File: config.mk
export PLATFORM = sky130hd
export DESIGN_NAME = tsa_align
export DESIGN_NICKNAME = d
export VERILOG_FILES = /design/src/design/terrain_slope_aspect_3x3_core_assert.svh /design/src/design/tsa_pkg.sv /design/src/design/tsa_align.sv
export SDC_FILE = /design/constraint.sdc
export NUM_CORES = 2
export LEC_CHECK = 0
export BUFFER_PORTS_ARGS = -buffer_cell sky130_fd_sc_hd__buf_2
export CORE_UTILIZATION = 44
export CTS_CLUSTER_DIAMETER = 200
export CTS_CLUSTER_SIZE = 16
export DETAILED_ROUTE_END_ITERATION = 10
export PLACE_DENSITY_LB_ADDON = 0.25
export REMOVE_ABC_BUFFERS = 1
export SLEW_MARGIN = 30
export SYNTH_ARGS = -nofsm -noshare
export SYNTH_HDL_FRONTEND = slang
export SYNTH_SLANG_ARGS = --single-unit
File: constraint.sdc
create_clock -name i_clk -period 8.1 [get_ports i_clk]
set_clock_uncertainty 0.2 [all_clocks]
set_input_delay 0.81 -clock i_clk [delete_from_list [all_inputs] [get_ports i_clk]]
set_output_delay 0.81 -clock i_clk [all_outputs]
set_load 0.01 [all_outputs]
File: src/design/terrain_slope_aspect_3x3_core_assert.svh
// assertion macros shared by the slope/aspect core
`ifndef TERRAIN_SLOPE_ASPECT_3X3_CORE_ASSERT_SVH
`define TERRAIN_SLOPE_ASPECT_3X3_CORE_ASSERT_SVH

// same-cycle implication
`define TSA_ASSERT_IMPLY(label, clk, rst_n, ante, cons) \
    label: assert property (@(posedge clk) disable iff (!rst_n) (ante) |-> (cons)) \
        else $error("tsa assertion failed");

// implication after a fixed number of cycles
`define TSA_ASSERT_DELAY(label, clk, rst_n, ante, dly, cons) \
    label: assert property (@(posedge clk) disable iff (!rst_n) (ante) |-> ##dly (cons)) \
        else $error("tsa latency assertion failed");

`endif

File: src/design/tsa_pkg.sv
package tsa_pkg;

    localparam int GRAD_W   = 36;
    localparam int MAG_W    = 35;
    localparam int CORDIC_W = 34;
    localparam int ROOT_STEPS = 32;

    localparam logic [32:0] Q30_HALFPI    = 33'd1686629713;
    localparam logic [32:0] Q30_3HALFPI   = 33'd5059889139;
    localparam logic [29:0] K_DEG         = 30'd961263669;
    localparam logic [29:0] K_PCT         = 30'd1068070743;
    localparam logic [24:0] MAX_ANGLE_Q16 = 25'd23592960;
    localparam logic [24:0] MAX_PCT_Q16   = 25'd6553600;

    localparam logic [1:0] MODE_ASPECT  = 2'd0;
    localparam logic [1:0] MODE_SLOPE   = 2'd1;
    localparam logic [1:0] MODE_PERCENT = 2'd2;
    localparam logic [1:0] MODE_UNUSED  = 2'd3;

    localparam logic [1:0] REG_OUTPUT_MODE = 2'd0;
    localparam logic [1:0] REG_ANGLE_UNITS = 2'd1;
    localparam logic [1:0] REG_CELL_SIZE   = 2'd2;
    localparam logic [1:0] REG_CONV_FACTOR = 2'd3;

    typedef enum logic [1:0] {
        FORCE_NONE,
        FORCE_ZERO,
        FORCE_HALF
    } t_force;

    typedef struct packed {
        logic signed [31:0] height_nw;
        logic signed [31:0] height_n;
        logic signed [31:0] height_ne;
        logic signed [31:0] height_w;
        logic signed [31:0] height_east;
        logic signed [31:0] height_sw;
        logic signed [31:0] height_s;
        logic signed [31:0] height_se;
        logic [7:0]         special_mask;
        logic               center_null;
    } t_in;

    typedef struct packed {
        logic [24:0] result_value;
        logic        result_valid;
    } t_out;

    // control that rides along with each item
    typedef struct packed {
        logic             vld;
        logic             inv;
        logic             aspect;
        logic             units;
        logic             pct;
        logic             west;
        logic             south;
        t_force           force_z;
        logic [2:0]       sh;
        logic [MAG_W-1:0] ax;
        logic [MAG_W-1:0] ay;
    } t_side;

    function automatic logic [29:0] atan_q30(input int idx);
        logic [29:0] v;
        case (idx)
            0:  v = 30'h3243F6A8;
            1:  v = 30'h1DAC6705;
            2:  v = 30'h0FADBAFC;
            3:  v = 30'h07F56EA6;
            4:  v = 30'h03FEAB76;
            5:  v = 30'h01FFD55B;
            6:  v = 30'h00FFFAAA;
            7:  v = 30'h007FFF55;
            8:  v = 30'h003FFFEA;
            9:  v = 30'h001FFFFD;
            10: v = 30'h000FFFFF;
            11: v = 30'h0007FFFF;
            12: v = 30'h0003FFFF;
            13: v = 30'h0001FFFF;
            14: v = 30'h0000FFFF;
            15: v = 30'h00007FFF;
            16: v = 30'h00003FFF;
            17: v = 30'h00001FFF;
            18: v = 30'h00000FFF;
            19: v = 30'h000007FF;
            20: v = 30'h000003FF;
            21: v = 30'h000001FF;
            22: v = 30'h000000FF;
            23: v = 30'h0000007F;
            24: v = 30'h0000003F;
            25: v = 30'h0000001F;
            26: v = 30'h0000000F;
            27: v = 30'h00000008;
            28: v = 30'h00000004;
            29: v = 30'h00000002;
            30: v = 30'h00000001;
            default: v = 30'h0;
        endcase
        return v;
    endfunction

    // priority encoder: index of top set bit plus one
    function automatic logic [6:0] bit_len64(input logic [63:0] v);
        logic [6:0] n;
        n = 7'd0;
        for (int i = 0; i < 64; i++) begin
            if (v[i]) begin
                n = 7'(i + 1);
            end
        end
        return n;
    endfunction

endpackage

File: src/design/tsa_align.sv
module tsa_align (
    input  logic            i_clk,
    input  logic            i_rst_n,
    input  tsa_pkg::t_side  i_side,
    input  logic [31:0]     i_root,
    input  logic [31:0]     i_cell_size,
    input  logic [31:0]     i_conv_factor,
    output tsa_pkg::t_side  o_side,
    output logic [30:0]     o_x,
    output logic [30:0]     o_y
);
    import tsa_pkg::*;

    function automatic logic [30:0] place(input logic [63:0] v, input logic signed [7:0] e);
        logic [6:0]  mag;
        logic [63:0] t;
        mag = 7'(-e);
        if (e >= 0) begin
            t = v << e[6:0];
        end else if (mag >= 7'd64) begin
            t = '0;
        end else begin
            t = v >> mag;
        end
        return t[30:0];
    endfunction

    logic [63:0] prod;
    t_side       rp_side, rl_side, rk_side, rh_side;
    logic [63:0] rp_a, rl_a, rk_a;
    logic [MAG_W-1:0] rp_b, rl_b, rk_b;
    logic [2:0]  rp_ea, rl_ea;
    logic [3:0]  rp_eb, rl_eb;
    logic [6:0]  rl_la, rl_lb;
    logic [6:0]  lmax;
    logic signed [7:0] kk;
    logic signed [7:0] rk_sa, rk_sb;
    logic [30:0] rh_x, rh_y;

    assign prod = i_root * i_conv_factor;
    assign lmax = (rl_la > rl_lb) ? rl_la : rl_lb;
    assign kk   = signed'({1'b0, lmax}) - 8'sd30;

    always_ff @(posedge i_clk) begin
        // operand select: aspect uses the gradients, slope uses |N|*cf over cell size
        if (i_side.aspect) begin
            rp_a  <= 64'(i_side.ay);
            rp_b  <= i_side.ax;
            rp_ea <= 3'd0;
            rp_eb <= 4'd0;
        end else begin
            rp_a  <= prod;
            rp_b  <= MAG_W'(i_cell_size);
            rp_ea <= i_side.sh;
            rp_eb <= 4'd11;
        end

        rl_a    <= rp_a;
        rl_b    <= rp_b;
        rl_ea   <= rp_ea;
        rl_eb   <= rp_eb;
        rl_la   <= bit_len64(rp_a) + 7'(rp_ea);
        rl_lb   <= bit_len64(64'(rp_b)) + 7'(rp_eb);

        rk_a    <= rl_a;
        rk_b    <= rl_b;
        rk_sa   <= signed'({5'd0, rl_ea}) - kk;
        rk_sb   <= signed'({4'd0, rl_eb}) - kk;

        rh_y    <= place(rk_a, rk_sa);
        rh_x    <= place(64'(rk_b), rk_sb);

        if (!i_rst_n) begin
            rp_side.vld <= 1'b0;
            rl_side.vld <= 1'b0;
            rk_side.vld <= 1'b0;
            rh_side.vld <= 1'b0;
        end else begin
            rp_side <= i_side;
            rl_side <= rp_side;
            rk_side <= rl_side;
            rh_side <= rk_side;
        end
    end

    assign o_side = rh_side;
    assign o_x    = rh_x;
    assign o_y    = rh_y;
endmodule

==> impl_results.md <==
* Status: finished clean
* Routability Congestion at 0.931
* CTS Sinks at 725
* Top Family by Delay on Critical Path: adder cells
* Post-synth cell types at 88
* R2R cell count at 12
* Max-slew violations at 0
* CP max stage delay at 0.54 ns
* Gr ovfl total at 0
* Die area at 142000 um^2
* Fmax at 127 MHz
* Skew-Pair Late Insertion Delay at 0.65 ns
* Clock Path Buffers at 3
* Area delta synth->final at 12.0%
* Post-synth top cells: 1097 x nand2_1, 1046 x inv_1, 900 x fa_1
* Most frequent CP cell: fa_1
* Critical Path AT at 8.19 ns
* Drt via density at 5.25
* Post-synthesis cell type with the largest combined area: fa_1
* First DRT Iteration DRCs at 3712
* Synth area leaders: fa_1 29%, edfxtp_1 16%, dfxtp_1 13%
* Total track usage at 24.6%
* First-pass GRT wire length at 269000 um
* Layout fillers at 13000
* Synth Area in Adders at 34.9%
* RSZ-0062 raised after global routing: no
* Worst rel slew slack at 28.0%
* CP endpoint kind: flop
* Final hold vios at 0
* DRC violations left at 0
* Slowest cell on the critical path: fa_1
* Critical Path Start Type: input port
* Initial core utilization at 44.4%
* NumNets Final at 7989
* Hold Crit Class: reg -> reg
* Mux cell area share after synthesis at 6.30%
* Max-Cap Viols at 0
* Syn Area/Cell at 9.95 um^2
* CTS tree: built
* Vias at 44800
* Initial antenna violation count at 11
* Ys flop type: dfxtp_1
* Main combinational cell family by area after synthesis: adder cells
* Worst path depth at 28
* Yosys warning count at 0
* Worst Max-Slew Pin Slew at 1.08 ns
* Number of synthesized flops with an enable pin at 324
* Xor/xnor share of the synthesized area at 1.23%
* Yosys top cell area share at 29.1%
* Post-synth ARST share at 0%
* Detailed placement HPWL at 146000 um
* CTS Root Cell: clkbuf_16
* Die extent in x at 377 um
* DR pass1 iterations at 6
* Crit path buf inv count at 8
* Largest net degree at the start of global routing at 162
* Post-synthesis cell count at 6221
* Fin crit share at 97.1%
* Post-route ant nets at 0
* Finish-stage setup viols at 0
* CORE AREA at 140000 um^2
* Max FO, Critical Path at 14
* Std cell rows at 137
* Min cycle time layout at 7.87 ns
* CP Class: in -> reg
* Synth Area in Simple Gates at 13.0%
* Yosys reg bits at 725
* Hold Path Depth at 0
* DR WL/cell at 20.4 um
* PortBufs at 323
* Synthesized cell area at 61900 um^2
* Compound-Gate Fraction of Synth Area at 7.34%
* I/O pin total at 324
* Sequential fraction of the synthesis area at 28.7%
* Die height at 377 um
* CTS clock-pin slew for the worst setup and hold paths at 0.07 ns
* Count leader, synth: nand2_1
* H-tree depth at 2
* CTS buffer count at 51
* Critical Path RT at 8.42 ns
* Layout cells sized above 1 at 14.3%
* Vias in the first global route at 45300
* Routed wire length at 174000 um
* Post-layout util at 49.7%
per-layer routing:
| metal | global-route usage [%] | share of wire (%) |
|---|---|---|
| met1 | 36.5 | 46 |
| met3 | 2.37 | 6.3 |
| met5 | 0 | 0.020 |
| met4 | 6.27 | 2.5 |
| met2 | 38.4 | 45 |
cell type report:
type | instances | area (um^2) | share of cell area (%)
Inverter | 1049 | 3940 | 5.68
Tap cell | 1876 | 2350 | 3.39
Antenna cell | 4 | 10.0 | 0.0144
Clock inverter | 4 | 98.8 | 0.143
Clock buffer | 84 | 1420 | 2.05
Multi-Input combinational cell | 4105 | 39000 | 56.2
Sequential cell | 725 | 17800 | 25.6
Timing Repair Buffer | 692 | 4780 | 6.90
flip-flops by register name (all words and copies together) (netlist names), 35 cells and up:
register	flops
o_side	82
rk_side	82
rl_side	82
rp_side	82
rk_a	64
rl_a	64
rp_a	64
rk_b	35
rl_b	35
rp_b	35
placed cells by master (no fill, tap or decap), types with 12 or more instances in the layout:
cell / instances
ha_1: 284
edfxtp_1: 324
buf_12: 28
clkbuf_16: 52
buf_2: 320
mux4_2: 89
mux2_2: 64
dfxtp_1: 398
nand2b_1: 49
buf_4: 338
o221ai_1: 16
o211ai_1: 35
clkbuf_1: 32
nor2_1: 261
fa_1: 900
inv_1: 1046
xnor2_1: 42
nor2b_1: 29
a211oi_1: 52
xor2_1: 34
o21bai_1: 16
o31ai_1: 12
a22oi_1: 12
a21oi_1: 199
a31oi_1: 18
nor4_1: 19
mux2i_1: 115
nand2_1: 1097
a21o_1: 34
and3_1: 15
o22ai_1: 33
o21ai_0: 191
nand3_1: 41
nor3_1: 41
and2_1: 244
path summary, 6_finish.rpt:
check              startpoint             endpoint  slack [ns]
max reg2reg  rk_sa[0]$_DFF_P_       o_y[0]$_DFF_P_        3.03
max                i_root[10]  rp_a[60]$_SDFF_PP0_        0.23
min          rl_a[63]$_DFF_P_     rk_a[63]$_DFF_P_        0.11
min reg2reg  rl_a[63]$_DFF_P_     rk_a[63]$_DFF_P_        0.11
worst register-to-register path, stage by stage, from the launching register on:
cell,delay (ns)
dfxtp_4,0.73
inv_1,0.43
ha_2,0.94
buf_4,0.56
mux2_2,0.41
o21ai_0,0.39
o21ai_0,0.28
nor2_1,0.15
o21ai_0,0.14
o21ai_0,0.17
nor2_1,0.07
a21oi_1,0.21
o22ai_1,0.18
cell families after synthesis:
logic type               count (synthesis)
buffers and inverters                 1391
adder cells (fa/ha/maj)               1185
XOR/XNOR                                86
AO/OA/AOI/OAI                          722
multiplexers                           270
other                                    1
AND/OR/NAND/NOR                       1841
flip-flops                             725
what timing repair did:
action	4_1_cts	5_1_grt
endpoints found under the setup margin	0	7
hold buffers	0	0
buffers inserted	0	0
gates resized for setup	0	3
stage by stage:
step	cell area (um^2)	TNS [ns]	worst slack [ns]	instances	hold WS (ns)
2_1_floorplan	60500	-6.89	-0.471	5879	0.110
3_3_place_gp	67700	-5.54	-0.413	8446	0.110
3_5_place_dp	67700	-7.42	-0.505	8446	0.112
4_1_cts	69300	0	0.206	8534	0.0645
5_1_grt	69300	0	0.00361	8538	0.0872
6_report	69300	0	0.232	8539	0.115
Power is left out: the tool's default activity adds up to more than one toggle a clock period on the data nets, which glitch-free logic cannot reach.
